===== src/hw/rtl/svg_pkg.sv =====
// Shared types, walk phases and the sequencer control store for the sphere
// voxel generator. Used by svg_walk and sphere_voxel_generator; depends on nothing.
package svg_pkg;

  localparam int RADIUS_W = 8;   // width of the radius register
  localparam int COORD_W  = 9;   // width of an emitted coordinate
  localparam int WALK_W   = 10;  // signed walk coordinates (one step below zero)
  localparam int ERR_W    = 12;  // signed midpoint decision variable
  localparam int TMP_W    = 14;  // signed width for doubled error sums

  typedef enum logic [1:0] {
    PH_DONE  = 2'd0,
    PH_OUTER = 2'd1,
    PH_INNER = 2'd2,
    PH_SPAN  = 2'd3
  } walk_phase_t;

  // Program addresses of the sequencer.
  typedef enum logic [2:0] {
    PC_IDLE = 3'd0,
    PC_INIT = 3'd1,
    PC_ADV1 = 3'd2,
    PC_CAP  = 3'd3,
    PC_ADV2 = 3'd4,
    PC_PUT  = 3'd5
  } pc_t;

  // A step holds its address until its condition is true.
  typedef enum logic [1:0] {
    COND_ALWAYS   = 2'd0,
    COND_IN_TAKE  = 2'd1,
    COND_WALK_HIT = 2'd2,
    COND_OUT_FREE = 2'd3
  } cond_t;

  typedef struct packed {
    pc_t   next_pc;        // successor when the condition holds
    pc_t   branch_pc;      // successor when branching on restart
    cond_t hold_until;
    logic  branch_restart; // take branch_pc if the accepted item asks for restart
    logic  in_open;        // input channel may accept in this step
    logic  init;           // load the outer walk from the radius
    logic  step;           // run one walk action this cycle
    logic  capture;        // copy the look-ahead voxel into the result holding regs
    logic  load_out;       // move the held result into the output register
  } ucode_t;

  typedef struct packed {
    logic init;
    logic step;
  } walk_ctrl_t;

  typedef struct packed {
    logic               hit;  // this walk action ends the search for a voxel
    logic               ok;   // look-ahead voxel is present
    logic [COORD_W-1:0] x;
    logic [COORD_W-1:0] y;
    logic [COORD_W-1:0] z;
  } walk_stat_t;

  // Control store. A plain request runs IDLE, ADV2, PUT; a restart runs
  // IDLE, INIT, ADV1, CAP, ADV2, PUT.
  function automatic ucode_t ucode_rom(input pc_t addr);
    ucode_t w;
    w = ucode_t'('0);
    w.next_pc   = PC_IDLE;
    w.branch_pc = PC_IDLE;
    w.hold_until = COND_ALWAYS;
    case (addr)
      PC_IDLE: begin
        w.hold_until     = COND_IN_TAKE;
        w.in_open        = 1'b1;
        w.capture        = 1'b1;
        w.branch_restart = 1'b1;
        w.branch_pc      = PC_INIT;
        w.next_pc        = PC_ADV2;
      end
      PC_INIT: begin
        w.init    = 1'b1;
        w.next_pc = PC_ADV1;
      end
      PC_ADV1: begin
        w.hold_until = COND_WALK_HIT;
        w.step       = 1'b1;
        w.next_pc    = PC_CAP;
      end
      PC_CAP: begin
        w.capture = 1'b1;
        w.next_pc = PC_ADV2;
      end
      PC_ADV2: begin
        w.hold_until = COND_WALK_HIT;
        w.step       = 1'b1;
        w.next_pc    = PC_PUT;
      end
      PC_PUT: begin
        w.hold_until = COND_OUT_FREE;
        w.load_out   = 1'b1;
        w.next_pc    = PC_IDLE;
      end
      default: begin
        w.next_pc = PC_IDLE;
      end
    endcase
    return w;
  endfunction

endpackage


===== src/hw/rtl/svg_walk.sv =====
// Walk datapath: outer and inner midpoint walks, span counter and the
// look-ahead voxel register. Depends on svg_pkg.
module svg_walk (
  input  logic                           clk,
  input  logic                           rst,
  input  svg_pkg::walk_ctrl_t            ctrl,
  input  logic [svg_pkg::RADIUS_W-1:0]   radius_init,
  output svg_pkg::walk_stat_t            stat
);

  localparam int WW = svg_pkg::WALK_W;
  localparam int EW = svg_pkg::ERR_W;
  localparam int TW = svg_pkg::TMP_W;
  localparam int CW = svg_pkg::COORD_W;

  svg_pkg::walk_phase_t walk_phase, walk_phase_next;

  logic signed [WW-1:0] outer_x, outer_x_next, outer_y, outer_y_next;
  logic signed [EW-1:0] outer_error, outer_error_next;
  logic signed [WW-1:0] slice_x, slice_x_next, slice_z, slice_z_next, slice_height,
                        slice_height_next;
  logic signed [EW-1:0] slice_error, slice_error_next;
  logic signed [WW-1:0] span_x, span_x_next, span_z, span_z_next, span_k, span_k_next;
  logic                 span_phase, span_phase_next, span_mirror, span_mirror_next;
  logic                 ahead_ok, ahead_ok_next;
  logic [CW-1:0]        ahead_x, ahead_x_next, ahead_y, ahead_y_next, ahead_z, ahead_z_next;
  logic                 hit;

  logic signed [TW-1:0] oe, ox, oy, o_t1, o_t2, o_diag, o_horz, o_vert;
  logic signed [TW-1:0] se, sx, sy, s_t1, s_t2, s_diag, s_horz, s_vert;
  logic signed [WW-1:0] span_y;

  always_comb begin
    oe = TW'(outer_error);
    ox = TW'(outer_x);
    oy = TW'(outer_y);
    o_t1   = (oe <<< 1) + (oy <<< 1) - TW'(1);
    o_t2   = (oe <<< 1) - (ox <<< 1) - TW'(1);
    o_diag = oe + (ox <<< 1) - (oy <<< 1) + TW'(6);
    o_horz = oe + (ox <<< 1) + TW'(3);
    o_vert = oe - (oy <<< 1) + TW'(3);

    se = TW'(slice_error);
    sx = TW'(slice_x);
    sy = TW'(slice_z);
    s_t1   = (se <<< 1) + (sy <<< 1) - TW'(1);
    s_t2   = (se <<< 1) - (sx <<< 1) - TW'(1);
    s_diag = se + (sx <<< 1) - (sy <<< 1) + TW'(6);
    s_horz = se + (sx <<< 1) + TW'(3);
    s_vert = se - (sy <<< 1) + TW'(3);

    span_y = span_phase ? -slice_height : slice_height;
  end

  always_comb begin
    walk_phase_next   = walk_phase;
    outer_x_next      = outer_x;
    outer_y_next      = outer_y;
    outer_error_next  = outer_error;
    slice_x_next      = slice_x;
    slice_z_next      = slice_z;
    slice_error_next  = slice_error;
    slice_height_next = slice_height;
    span_x_next       = span_x;
    span_z_next       = span_z;
    span_k_next       = span_k;
    span_phase_next   = span_phase;
    span_mirror_next  = span_mirror;
    ahead_ok_next     = ahead_ok;
    ahead_x_next      = ahead_x;
    ahead_y_next      = ahead_y;
    ahead_z_next      = ahead_z;
    hit               = 1'b0;

    if (ctrl.init) begin
      outer_x_next     = '0;
      outer_y_next     = WW'(radius_init);
      outer_error_next = EW'(TW'(2) - (TW'(radius_init) <<< 1));
      walk_phase_next  = svg_pkg::PH_OUTER;
    end else if (ctrl.step) begin
      case (walk_phase)
        svg_pkg::PH_OUTER: begin
          if (outer_y < 0) begin
            walk_phase_next = svg_pkg::PH_DONE;
          end else begin
            // Every branch but the horizontal one selects a slice.
            if (outer_error < 0 && !(o_t1 > 0)) begin
              outer_x_next     = outer_x + WW'(1);
              outer_error_next = o_horz[EW-1:0];
            end else begin
              if (outer_error > 0 && o_t2 > 0) begin
                outer_y_next     = outer_y - WW'(1);
                outer_error_next = o_vert[EW-1:0];
              end else begin
                outer_x_next     = outer_x + WW'(1);
                outer_y_next     = outer_y - WW'(1);
                outer_error_next = o_diag[EW-1:0];
              end
              slice_x_next      = '0;
              slice_z_next      = outer_x;
              slice_error_next  = EW'(TW'(2) - (ox <<< 1));
              slice_height_next = outer_y;
              span_x_next       = '0;
              span_z_next       = outer_x;
              span_k_next       = -outer_x;
              span_phase_next   = 1'b0;
              span_mirror_next  = 1'b0;
              walk_phase_next   = svg_pkg::PH_SPAN;
            end
          end
        end
        svg_pkg::PH_INNER: begin
          if (slice_z < 0) begin
            walk_phase_next = svg_pkg::PH_OUTER;
          end else if (slice_error > 0 && !(slice_error < 0) && s_t2 > 0) begin
            // Step in z alone: no span.
            slice_z_next     = slice_z - WW'(1);
            slice_error_next = s_vert[EW-1:0];
          end else begin
            if (slice_error < 0 && !(s_t1 > 0)) begin
              slice_x_next     = slice_x + WW'(1);
              slice_error_next = s_horz[EW-1:0];
              span_x_next      = slice_x + WW'(1);
              span_z_next      = slice_z;
              span_k_next      = -slice_z;
            end else begin
              slice_x_next     = slice_x + WW'(1);
              slice_z_next     = slice_z - WW'(1);
              slice_error_next = s_diag[EW-1:0];
              span_x_next      = slice_x + WW'(1);
              span_z_next      = slice_z - WW'(1);
              span_k_next      = WW'(1) - slice_z;
            end
            span_phase_next  = 1'b0;
            span_mirror_next = 1'b1;
            walk_phase_next  = svg_pkg::PH_SPAN;
          end
        end
        svg_pkg::PH_SPAN: begin
          if (span_k <= span_z) begin
            hit           = 1'b1;
            ahead_ok_next = 1'b1;
            ahead_x_next  = span_x[CW-1:0];
            ahead_y_next  = span_y[CW-1:0];
            ahead_z_next  = span_k[CW-1:0];
            span_k_next   = span_k + WW'(1);
          end else if (!span_phase && slice_height != 0) begin
            span_phase_next = 1'b1;
            span_k_next     = -span_z;
          end else if (span_mirror) begin
            span_x_next      = -span_x;
            span_k_next      = -span_z;
            span_phase_next  = 1'b0;
            span_mirror_next = 1'b0;
          end else begin
            walk_phase_next = svg_pkg::PH_INNER;
          end
        end
        default: begin
          hit             = 1'b1;
          ahead_ok_next   = 1'b0;
          walk_phase_next = svg_pkg::PH_DONE;
        end
      endcase
    end
  end

  always_ff @(posedge clk) begin
    if (rst) begin
      walk_phase <= svg_pkg::PH_DONE;
      ahead_ok   <= 1'b0;
    end else begin
      walk_phase <= walk_phase_next;
      ahead_ok   <= ahead_ok_next;
    end
    outer_x      <= outer_x_next;
    outer_y      <= outer_y_next;
    outer_error  <= outer_error_next;
    slice_x      <= slice_x_next;
    slice_z      <= slice_z_next;
    slice_error  <= slice_error_next;
    slice_height <= slice_height_next;
    span_x       <= span_x_next;
    span_z       <= span_z_next;
    span_k       <= span_k_next;
    span_phase   <= span_phase_next;
    span_mirror  <= span_mirror_next;
    ahead_x      <= ahead_x_next;
    ahead_y      <= ahead_y_next;
    ahead_z      <= ahead_z_next;
  end

  assign stat.hit = hit;
  assign stat.ok  = ahead_ok;
  assign stat.x   = ahead_x;
  assign stat.y   = ahead_y;
  assign stat.z   = ahead_z;

endmodule


===== src/hw/rtl/sphere_voxel_generator.sv =====
// Top level of the sphere voxel generator: microcoded sequencer, result
// holding registers and output register. Depends on svg_pkg and svg_walk.
//
// Usage: each transaction on the input channel (in_valid, in_stall, restart)
// returns exactly one transaction on the output channel (out_valid,
// out_stall, voxel_x/y/z, valid_res, last_voxel). With restart high the
// block starts a new sphere from the radius register (cfg_we, cfg_wdata);
// with restart low it returns the next voxel. Once the sphere is
// finished, results carry valid_res low and zero coordinates.
// The block keeps one voxel of look-ahead, so last_voxel is known when a
// voxel is returned. When the next voxel lies in the same span, a plain
// request runs the idle step that accepts it, one walk action and one step
// that loads the output register; no new request is taken until the block
// is back in its idle step. Every silent walk action (a step that selects
// no slice or emits no span, a span pass that ends) keeps the walk step
// waiting. A restart adds the load, first-voxel and capture steps plus the
// silent steps before the first voxel.
// The input accepts only in the idle step; a waiting result does not block
// it, but the next result waits in the sequencer until out_stall drops.
// Reset leaves the sphere finished, the output empty and the radius zero.
module sphere_voxel_generator #(
  parameter int MAX_RADIUS = 255
) (
  input  logic                          clk,
  input  logic                          rst,
  input  logic                          cfg_we,
  input  logic [svg_pkg::RADIUS_W-1:0]  cfg_wdata,
  input  logic                          in_valid,
  output logic                          in_stall,
  input  logic                          restart,
  output logic                          out_valid,
  input  logic                          out_stall,
  output logic [svg_pkg::COORD_W-1:0]   voxel_x,
  output logic [svg_pkg::COORD_W-1:0]   voxel_y,
  output logic [svg_pkg::COORD_W-1:0]   voxel_z,
  output logic                          valid_res,
  output logic                          last_voxel
);

  localparam int RW = svg_pkg::RADIUS_W;
  localparam int CW = svg_pkg::COORD_W;

  // Configuration register.
  logic [RW-1:0] radius;
  logic [RW-1:0] radius_sat;

  // Sequencer.
  svg_pkg::pc_t       pc, pc_next;
  svg_pkg::ucode_t    uc;
  logic               go;
  logic               in_take;
  logic               out_free;

  // Walk interface.
  svg_pkg::walk_ctrl_t walk_ctrl;
  svg_pkg::walk_stat_t walk_stat;

  // Result held between capture and output load.
  logic          res_valid;
  logic [CW-1:0] res_x, res_y, res_z;

  always_ff @(posedge clk) begin
    if (rst) begin
      radius <= '0;
    end else if (cfg_we) begin
      radius <= cfg_wdata;
    end
  end

  // The radius saturates to the configured maximum.
  assign radius_sat = (int'(radius) > MAX_RADIUS) ? RW'(MAX_RADIUS) : radius;

  assign uc       = svg_pkg::ucode_rom(pc);
  assign in_stall = !uc.in_open;
  assign in_take  = in_valid && !in_stall;
  assign out_free = !out_valid || !out_stall;

  always_comb begin
    case (uc.hold_until)
      svg_pkg::COND_ALWAYS:   go = 1'b1;
      svg_pkg::COND_IN_TAKE:  go = in_take;
      svg_pkg::COND_WALK_HIT: go = walk_stat.hit;
      svg_pkg::COND_OUT_FREE: go = out_free;
      default:                go = 1'b1;
    endcase
    if (!go) begin
      pc_next = pc;
    end else if (uc.branch_restart && restart) begin
      pc_next = uc.branch_pc;
    end else begin
      pc_next = uc.next_pc;
    end
  end

  always_ff @(posedge clk) begin
    if (rst) begin
      pc <= svg_pkg::PC_IDLE;
    end else begin
      pc <= pc_next;
    end
  end

  assign walk_ctrl.init = uc.init;
  assign walk_ctrl.step = uc.step;

  svg_walk u_walk (
    .clk         (clk),
    .rst         (rst),
    .ctrl        (walk_ctrl),
    .radius_init (radius_sat),
    .stat        (walk_stat)
  );

  // Capture takes the look-ahead voxel before the walk replaces it. A missing
  // voxel becomes an all-zero result.
  always_ff @(posedge clk) begin
    if (uc.capture && go) begin
      res_valid <= walk_stat.ok;
      res_x     <= walk_stat.ok ? walk_stat.x : '0;
      res_y     <= walk_stat.ok ? walk_stat.y : '0;
      res_z     <= walk_stat.ok ? walk_stat.z : '0;
    end
  end

  // Output register. The walk has already refilled the look-ahead, so a
  // given voxel is the last one when no voxel follows it.
  always_ff @(posedge clk) begin
    if (rst) begin
      out_valid <= 1'b0;
    end else if (uc.load_out && go) begin
      out_valid <= 1'b1;
    end else if (!out_stall) begin
      out_valid <= 1'b0;
    end
    if (uc.load_out && go) begin
      voxel_x    <= res_x;
      voxel_y    <= res_y;
      voxel_z    <= res_z;
      valid_res  <= res_valid;
      last_voxel <= res_valid && !walk_stat.ok;
    end
  end

  // An accepted transaction always leaves the idle step.
  a_take_leaves_idle: assert property (@(posedge clk) disable iff (rst)
    in_take |=> pc != svg_pkg::PC_IDLE)
    else $error("sequencer stayed idle after an input transaction");

  // A loaded result appears on the output in the next cycle.
  a_load_shows: assert property (@(posedge clk) disable iff (rst)
    (uc.load_out && go) |=> out_valid)
    else $error("loaded result not presented");

  // The final-voxel flag only accompanies a real voxel.
  a_last_needs_voxel: assert property (@(posedge clk) disable iff (rst)
    (out_valid && last_voxel) |-> valid_res)
    else $error("last_voxel set on a result without a voxel");

  // A result without a voxel carries zero coordinates.
  a_empty_is_zero: assert property (@(posedge clk) disable iff (rst)
    (out_valid && !valid_res) |->
      (voxel_x == '0 && voxel_y == '0 && voxel_z == '0 && !last_voxel))
    else $error("empty result with nonzero fields");

endmodule


===== config.mk =====
export PLATFORM = sky130hd
export DESIGN_NAME = sphere_voxel_generator
export DESIGN_NICKNAME = d
export VERILOG_FILES = /design/src/hw/rtl/svg_pkg.sv /design/src/hw/rtl/svg_walk.sv /design/src/hw/rtl/sphere_voxel_generator.sv
export SDC_FILE = /design/constraint.sdc
export NUM_CORES = 1
export LEC_CHECK = 0
export BUFFER_PORTS_ARGS = -buffer_cell sky130_fd_sc_hd__buf_2
export CORE_ASPECT_RATIO = 1.2
export CORE_MARGIN = 3
export CORE_UTILIZATION = 44
export CTS_BUF_LIST = sky130_fd_sc_hd__clkbuf_8
export CTS_CLUSTER_SIZE = 25
export DETAILED_ROUTE_END_ITERATION = 7
export PLACE_DENSITY = 0.58
export SYNTH_ARGS = -nofsm -noshare
export SYNTH_HDL_FRONTEND = slang
export SYNTH_SLANG_ARGS = --single-unit

===== constraint.sdc =====
create_clock -name clk -period 5.1 [get_ports clk]
set_input_delay 0 -clock clk [delete_from_list [all_inputs] [get_ports clk]]
set_output_delay 0 -clock clk [all_outputs]
set_load 0.1 [all_outputs]

==> impl_summary.md, run 1 <==
Floorplanning
The horizontal die dimension is 175 um. In this run the vertical extent of the chip is 209 um. The floorplan step defined a die boundary enclosing 36700 um^2. The core area is 33500 um^2.

In this run the count of I/O pins placed on the die edge is 45. The effective utilization at floorplan is 45.1%. The number of placement rows is 73.

Power and ir drop
The power per cell area is 389 nW/um^2. The largest vdd supply drop is 0.000275 V. Sequential cells burn 33.4% of the power. Cell internal power was estimated by the tool at 4050 uW. The combinational cell fraction of total power is 43.8%. The reported leakage power is 0.00705 uW. Summed over all nets, the switching power comes to 2520 uW. Net switching is 38.4% of the power. The clock network is responsible for 22.8% of the overall power.

Hold path
The class of the most critical hold timing path is in2reg.

Worst setup path
The critical path capture point type is a register. STA puts the critical path data arrival time at 4.57 ns. The highest net fanout along the worst path is 9. STA classifies the critical path startpoint as a register. The worst setup path is of the reg2reg kind. The required time at the endpoint of the critical path is 5.33 ns.

Clock tree
CTS placed an instance of clkbuf_8 at the clock tree root. The number of clock sinks is 204. The TritonCTS clock tree is yes. The number of H-tree levels is 2. The insertion delay of the later-clocked pin in the worst-skew pair is 0.55 ns.

The number of buffers between clock root and the deepest sink is 3. The clock buffer count from CTS is 36. The clock transition at the registers of the reported paths is 0.07 ns.

STA
Setup repair after global routing left no endpoint under its margin. The highest achievable clock rate is 230 MHz. Setup violations remaining at the end of the flow were counted as 0.

The count of pins over their slew limit is 0. The headroom to the max-slew limit is 20.1%. The post-route clock skew is 0.0270 ns.

The final critical delay including setup and external delays is 4.34 ns. The hold violation count in the final report is 0. Summed over all failing endpoints, the final setup total negative slack is 0 ns. The final critical-path share of the clock period is 85.2%. The post-route worst hold slack is 0.135 ns.

At the pin with the least slew margin, the transition time is 1.18 ns.

Synthesis
The synthesis-stage register bit count is 204. Synthesis produced a netlist with a net count of 1781. The cell taking the most area after synthesis is edfxtp_1. The number of warning messages in the yosys log is 0. The number of enable flip-flop cells after synthesis is 177. By count the netlist is led by 191 x ha_1, 177 x edfxtp_1, 156 x inv_1.

The area fraction of the dominant cell type after synthesis is 35.1%. The most frequent cell after synthesis is ha_1. Yosys mapped the design onto 75 distinct sky130hd cell types.

Counting flops with an async set or reset pin after synthesis yields a share of 0%. For this run, the register share of the synthesized area comes to 38.7%. Yosys attributes the largest share of cell area to edfxtp_1 35%, ha_1 16%, xnor2_1 5.7%.

Each instance of the synthesized netlist takes up on average 9.64 um^2. The area of the mapped netlist is 15100 um^2. The instance count of the mapped netlist is 1570. In the synthesized netlist the dominant register cell turns out to be edfxtp_1.

Routing
The first detailed-routing pass took 5 iterations. The remaining antenna violation count is 0. The routed via count is 11900. In the routed design, unresolved DRC markers number 0. In the routed layout, each cell is associated on average with a via count of 5.58. Dividing the detail-routed wire length by the instance count gives 17.8 um. For this block, the routed nets add up to 37900 um of wire. The DRC marker count from the first detailed-route iteration is 909.

Run
The number of violations of the max-capacitance limit is 0.

Finish
The number of fill cells in the layout is 3106. After the last flow step, the layout net total stands at 1866. The sequential cell area in the final layout is 5860 um^2.

From synthesis to final layout, the design area changed by 11.7%. In the final layout, the multi-input gates occupy 8520 um^2. 0 antenna diodes ended up in the layout. In the final layout, the share of cells above drive strength 1 is 8.44%.

Place
Detailed placement finished with a half-perimeter wire length of 28700 um. The congestion estimate from routability-driven global placement came to 0.914. Port buffering added 44 buffers.

GRT
The number of global-route vias before repair is 11400. The number of antenna violations at the first check in global routing was 0. The global-route wire length before repair is 61200 um. Entering global routing, the biggest net connects 37 pins. Global routing finished with a remaining overflow of 0.

The total track usage is 20.6%.

Run status
The flow ran to the end, and the final reports show no timing, DRC or antenna violations.
-- worst max-delay path, cell delays in order (launching register included) --
cell	delay, ns
edfxtp_1	0.49
ha_1	0.46
a2111oi_0	0.44
nand2_1	0.09
o21ai_1	0.25
xor2_1	0.29
inv_1	0.11
ha_1	0.29
ha_1	0.27
nor3_1	0.18
o2111ai_1	0.17
a31o_2	0.28
a21oi_1	0.17
xnor2_1	0.15
xnor2_1	0.09
a21oi_1	0.19
o211ai_1	0.11
-- registers in the layout, summed over array words and instances, names as in the netlist, 10 cells and up --
signal / flops
u_walk.slice_height: 10
u_walk.outer_error: 12
u_walk.span_k: 10
u_walk.outer_x: 10
u_walk.slice_z: 10
u_walk.span_z: 10
u_walk.slice_error: 12
u_walk.outer_y: 10
u_walk.slice_x: 10
-- power groups by stage --
stage / Clock, uW / Combinational (uW) / Sequential, uW
finish: 1500 / 2880 / 2200
global placement: 0 / 2800 / 2220
CTS: 1540 / 2870 / 2200
global route: 1620 / 3240 / 2220
detailed placement: 0 / 2820 / 2230
floorplan: 0 / 2170 / 2190
-- final timing paths --
| check | endpoint | slack, ns | start | cells past startpoint |
|---|---|---|---|---|
| max | u_walk.outer_error[11]$_DFFE_PP_ | 0.76 | u_walk.outer_error[5]$_DFFE_PP_ | 16 |
| min | res_z[2]$_SDFFCE_PN0P_ | 0.13 | in_valid | 4 |
| max reg2reg | u_walk.outer_error[11]$_DFFE_PP_ | 0.76 | u_walk.outer_error[5]$_DFFE_PP_ | 16 |
| min reg2reg | voxel_z[3]$_DFFE_PP_ | 0.42 | res_z[3]$_SDFFCE_PN0P_ | 0 |
-- placed cells by master, fill, tap and decap left out, types with 5 or more instances in the layout --
| master | n |
|---|---|
| ha_1 | 191 |
| edfxtp_1 | 177 |
| inv_1 | 168 |
| nor2_1 | 135 |
| xnor2_1 | 99 |
| a21oi_1 | 83 |
| nand2_1 | 78 |
| o21ai_0 | 54 |
| nand3_1 | 51 |
| nor3_1 | 48 |
| buf_2 | 44 |
| clkbuf_8 | 41 |
| xor2_1 | 40 |
| and2_1 | 37 |
| dlygate4sd3_1 | 31 |
| dfxtp_1 | 27 |
| nand4_1 | 24 |
| a21o_1 | 22 |
| a31oi_1 | 19 |
| buf_4 | 19 |
| a211oi_1 | 17 |
| mux2i_1 | 15 |
| o21ai_1 | 14 |
| nor4_1 | 14 |
| o211ai_1 | 14 |
| nand2b_1 | 13 |
| nor2b_1 | 13 |
| or3_1 | 12 |
| and3_1 | 12 |
| o21a_1 | 11 |
| a22oi_1 | 11 |
| o31ai_1 | 9 |
| o22ai_1 | 9 |
| nor3b_1 | 7 |
| nand3b_1 | 6 |
| a31o_2 | 6 |
| mux2_2 | 6 |
| fa_1 | 6 |
| clkinv_1 | 5 |
| clkinv_2 | 5 |
-- routing by layer --
| layer | vias to the layer above | global-route usage (%) | part of all wire [%] |
|---|---|---|---|
| met5 | - | 0 | 0 |
| li1 | 5874 | - | - |
| met3 | 73 | 3.00 | 5.3 |
| met2 | 319 | 33.9 | 46 |
| met1 | 5620 | 28.0 | 46 |
| met4 | 0 | 6.61 | 2.8 |
-- layout make-up --
cell class	instances	share of cell area [%]
multi-input cells	1161	50.4
inverters	158	3.51
clock buffers	41	3.34
flip-flops and latches	204	34.6
repair buffers	94	3.98
clock inverters	24	0.822
well taps	450	3.33
-- cells by family (layout without fill, tap and decap cells) --
kind of cell	Yosys count	in the layout	share of synthesized area, %
AND/OR/NAND/NOR	473	473	15.6
adder cells (fa/ha/maj)	198	198	16.7
flip-flops	204	204	38.7
buffers and inverters	205	317	5.13
multiplexers	21	21	1.44
XOR/XNOR	139	139	8.05
AO/OA/AOI/OAI	330	330	14.5
-- timing repair --
item                                   CTS  global route
hold buffers                            31             0
endpoints found under the hold margin   24             0
setup buffers                            0             0
resized for setup                        0             0
setup endpoints to repair                0             0
-- through the flow --
step                area [um^2]  setup slack [ns]  std cells  utilization [%]  power [uW]
finish                    16900             0.756       2132             50.4        6570
global route              16900             0.383       2132             50.4        7070
CTS                       16900             0.747       2132             50.4        6610
detailed placement        15900             0.759       2036             47.4        5050
global placement          15900             0.884       2036             47.4        5020
floorplan                 15100             0.727       1570                -        4360
Power figures use the tool's default switching activity.
==> run 2: changes to the inputs <==
--- a/config.mk
+++ b/config.mk
@@ -8,11 +8,11 @@
 export BUFFER_PORTS_ARGS = -buffer_cell sky130_fd_sc_hd__buf_2
 export CORE_ASPECT_RATIO = 1.2
 export CORE_MARGIN = 3
-export CORE_UTILIZATION = 44
+export CORE_UTILIZATION = 30
 export CTS_BUF_LIST = sky130_fd_sc_hd__clkbuf_8
 export CTS_CLUSTER_SIZE = 25
 export DETAILED_ROUTE_END_ITERATION = 7
-export PLACE_DENSITY = 0.58
+export PLACE_DENSITY = 0.42
 export SYNTH_ARGS = -nofsm -noshare
 export SYNTH_HDL_FRONTEND = slang
 export SYNTH_SLANG_ARGS = --single-unit
==> run 2 against run 1 <==
Against the previous run:
- setup slack improved by 0.087 ns
- sequential cell count unchanged
- combinational power increased by 3%
- critical path depth decreased by 1
- non-clock buffer count increased by 7
==> impl_summary.md, run 2 (synthesis gave the netlist of run 1 again) <==
Run status
The run finished with clean final reports.

Power and ir drop
The clock network is responsible for 25.7% of the overall power. The reported leakage power is 0.00715 uW. The net load switching power is 2640 uW. The power per cell area is 400 nW/um^2. In this run, flip-flops and latches consume 31.4% of the power. VDD sags by at most 0.000182 V. Cell internal power was estimated by the tool at 4290 uW. In this run switching power makes up 38.1% of total power. The combinational cell fraction of total power is 42.9%.

Place
After detailed placement, the total cell area comes to 16200 um^2. The sum of net half-perimeters after detailed placement is 32500 um. The count of input and output buffers is 44. At the end of routability-driven placement, the weighted congestion stood at 0.835.

STA
The final critical-path share of the clock period is 83.5%. The hold violation count in the final report came to 0. Setup violations remaining at the end of the flow were counted as 0. The count of pins over their slew limit is 0. The post-route worst hold slack is 0.0965 ns. For the final database, setup skew stands at 0.0434 ns. The total negative slack for setup checks is 0 ns. For the finished layout, the period the worst path requires is 4.26 ns. Headroom to the max-slew limit came out at 42.0%. The highest achievable clock rate is 235 MHz. For the pin with the worst max-slew slack, the measured transition is 0.868 ns.

Setup repair after global routing left no endpoint under its margin.

Floorplanning
The die is 252 um tall. The effective utilization at floorplan is 30.5%. 45 I/O pins were placed. The floorplan step defined a core boundary enclosing 49600 um^2.

The horizontal die dimension is 211 um. The number of placement rows is 89. The full die area is 53200 um^2.

Clock tree
Clock tree synthesis inserted a total of 39 buffers. The insertion delay of the later-clocked pin in the worst-skew pair is 0.61 ns. The number of clock sinks is 204. TritonCTS built the clock tree. Counting along the longest clock path gives a buffer depth of 3. The H-tree was split into 2 levels. The clock transition at the registers of the reported paths is 0.06 ns. The cell at the root of the clock tree is clkbuf_8.

Routing
The routed layout has 11700 vias. The number of detailed-routing iterations run before antenna repair is 5. The final routed DRC violation total is 0. Summed over all layers, the routed wires come to 42600 um. The detailed router finished its first iteration with 588 violations. The remaining antenna violation count is 0. Dividing the detail-routed via count by the number of cells gives 5.02. The routed length per instance is 18.3 um.

Finish
The fraction of final layout cells with drive strength greater than 1 is 9.21%. The final standard cell area without fillers is 17300 um^2. The library cell used most frequently in the layout, excluding fill and tap cells, is ha_1. After the last flow step, the layout net total stands at 1876.

Cells fill 35.0% of the core in the end. In the final layout, the registers with the most flip-flops are u_walk.outer_error: 12 flops, u_walk.slice_error: 12 flops. In the layout the commonest cells are 191 x ha_1, 177 x edfxtp_1, 165 x inv_1.

The signed area change from the synthesized netlist to the final layout is 14.5%.

Worst setup path
The critical path goes through ha_1 > and3_1 > a2111o_1 > o21ai_1 > xnor2_1 > ha_1 > ha_1 > nor3_1 > o2111ai_1 > a31o_2 > a21oi_1 > xnor2_1 > xnor2_1 > nor3_1 > o31a_1. The register-to-register setup slack is 0.84 ns. For the worst setup path, the data required time is 5.44 ns. For the worst setup path, the data arrival time is 4.59 ns. For the worst flop-to-flop path, the logic depth is 15. For this design, the slowest cell found on the critical path is edfxtp_1. STA classifies the critical path startpoint as a register.

The critical path class is reg2reg. Along the worst path, the maximum fanout reaches 7. The largest stage delay on the critical path is 0.49 ns. The critical path capture point type is a register.

Hold path
The class of the most critical hold timing path is in2reg. The worst hold path was traced through 4 stages.

GRT
The number of global-route vias before repair is 11800. The first global-routing pass estimated 66900 um of wire. Global routing used 16.0% of the available tracks across all layers. The number of antenna violations at the first check in global routing is 1. The maximum number of pins on one net before global-route repair is 48. The sum of overflow across all layers after global routing is 0.

Run
Across the run, the number of max-cap violations was 0.
==> run 2: cell count changes in the layout (fill, tap and decap cells not counted), sizes merged <==
cell / delta
buf: +7
bufinv: +3
clkbuf: +3
clkinv: +1
clkinvlp: -1
diode: +1
inv: -2
==> run 2: final cells by class <==
| class | count | area (um^2) |
|---|---|---|
| Timing Repair Buffer | 101 | 726 |
| Sequential cell | 204 | 5860 |
| Multi-Input combinational cell | 1161 | 8520 |
| Clock inverter | 25 | 234 |
| Inverter | 158 | 593 |
| Clock buffer | 44 | 606 |
| Antenna cell | 1 | 2.50 |
| Fill cell | 5027 | 32200 |
| Tap cell | 637 | 797 |
==> run 2: critical path: cells and delay by family, from the launching register on <==
family / cells / cell delay (ns)
AOI/OAI and AO/OA: 6 / 1.65
DFF: 1 / 0.49
and+or+nand+nor: 3 / 0.41
xor gates and xnor gates: 3 / 0.51
adders and majority gates: 3 / 0.96
==> run 2: routing by layer <==
layer,global-route usage [%],share of wire (%),vias to the layer above
li1,-,-,5892
met1,20.6,46,5547
met2,27.7,48,192
met3,2.44,3.5,62
met4,5.00,2.7,0
met5,0,0,-
==> run 2: timing repair <==
action,4_1_cts,5_1_grt
hold buffers,31,0
buffers inserted,0,0
hold endpoints to repair,32,0
resized for setup,0,0
==> run 2: final timing paths <==
| check | startpoint | end |
|---|---|---|
| setup reg to reg | u_walk.slice_error[5]$_DFFE_PP_ | u_walk.slice_error[11]$_DFFE_PP_ |
| hold / removal | in_valid | res_y[5]$_SDFFCE_PN0P_ |
| hold reg to reg | res_x[5]$_SDFFCE_PN0P_ | voxel_x[5]$_DFFE_PP_ |
| setup / recovery | u_walk.slice_error[5]$_DFFE_PP_ | u_walk.slice_error[11]$_DFFE_PP_ |
==> run 2: power by group through the flow <==
stage / clock network, uW / logic [uW] / registers [uW]
after floorplan: 0 / 2170 / 2190
after global placement: 0 / 2950 / 2210
after detailed placement: 0 / 2950 / 2210
after CTS: 1860 / 3000 / 2180
after global routing: 1920 / 3330 / 2190
final: 1780 / 2970 / 2170
==> run 2: per-stage QoR <==
step	worst slack (ns)	total power, uW	instances
global placement	0.917	5170	2230
finish	0.843	6930	2331
global route	0.457	7440	2331
detailed placement	0.867	5170	2230
floorplan	0.727	4360	1570
CTS	0.852	7040	2330
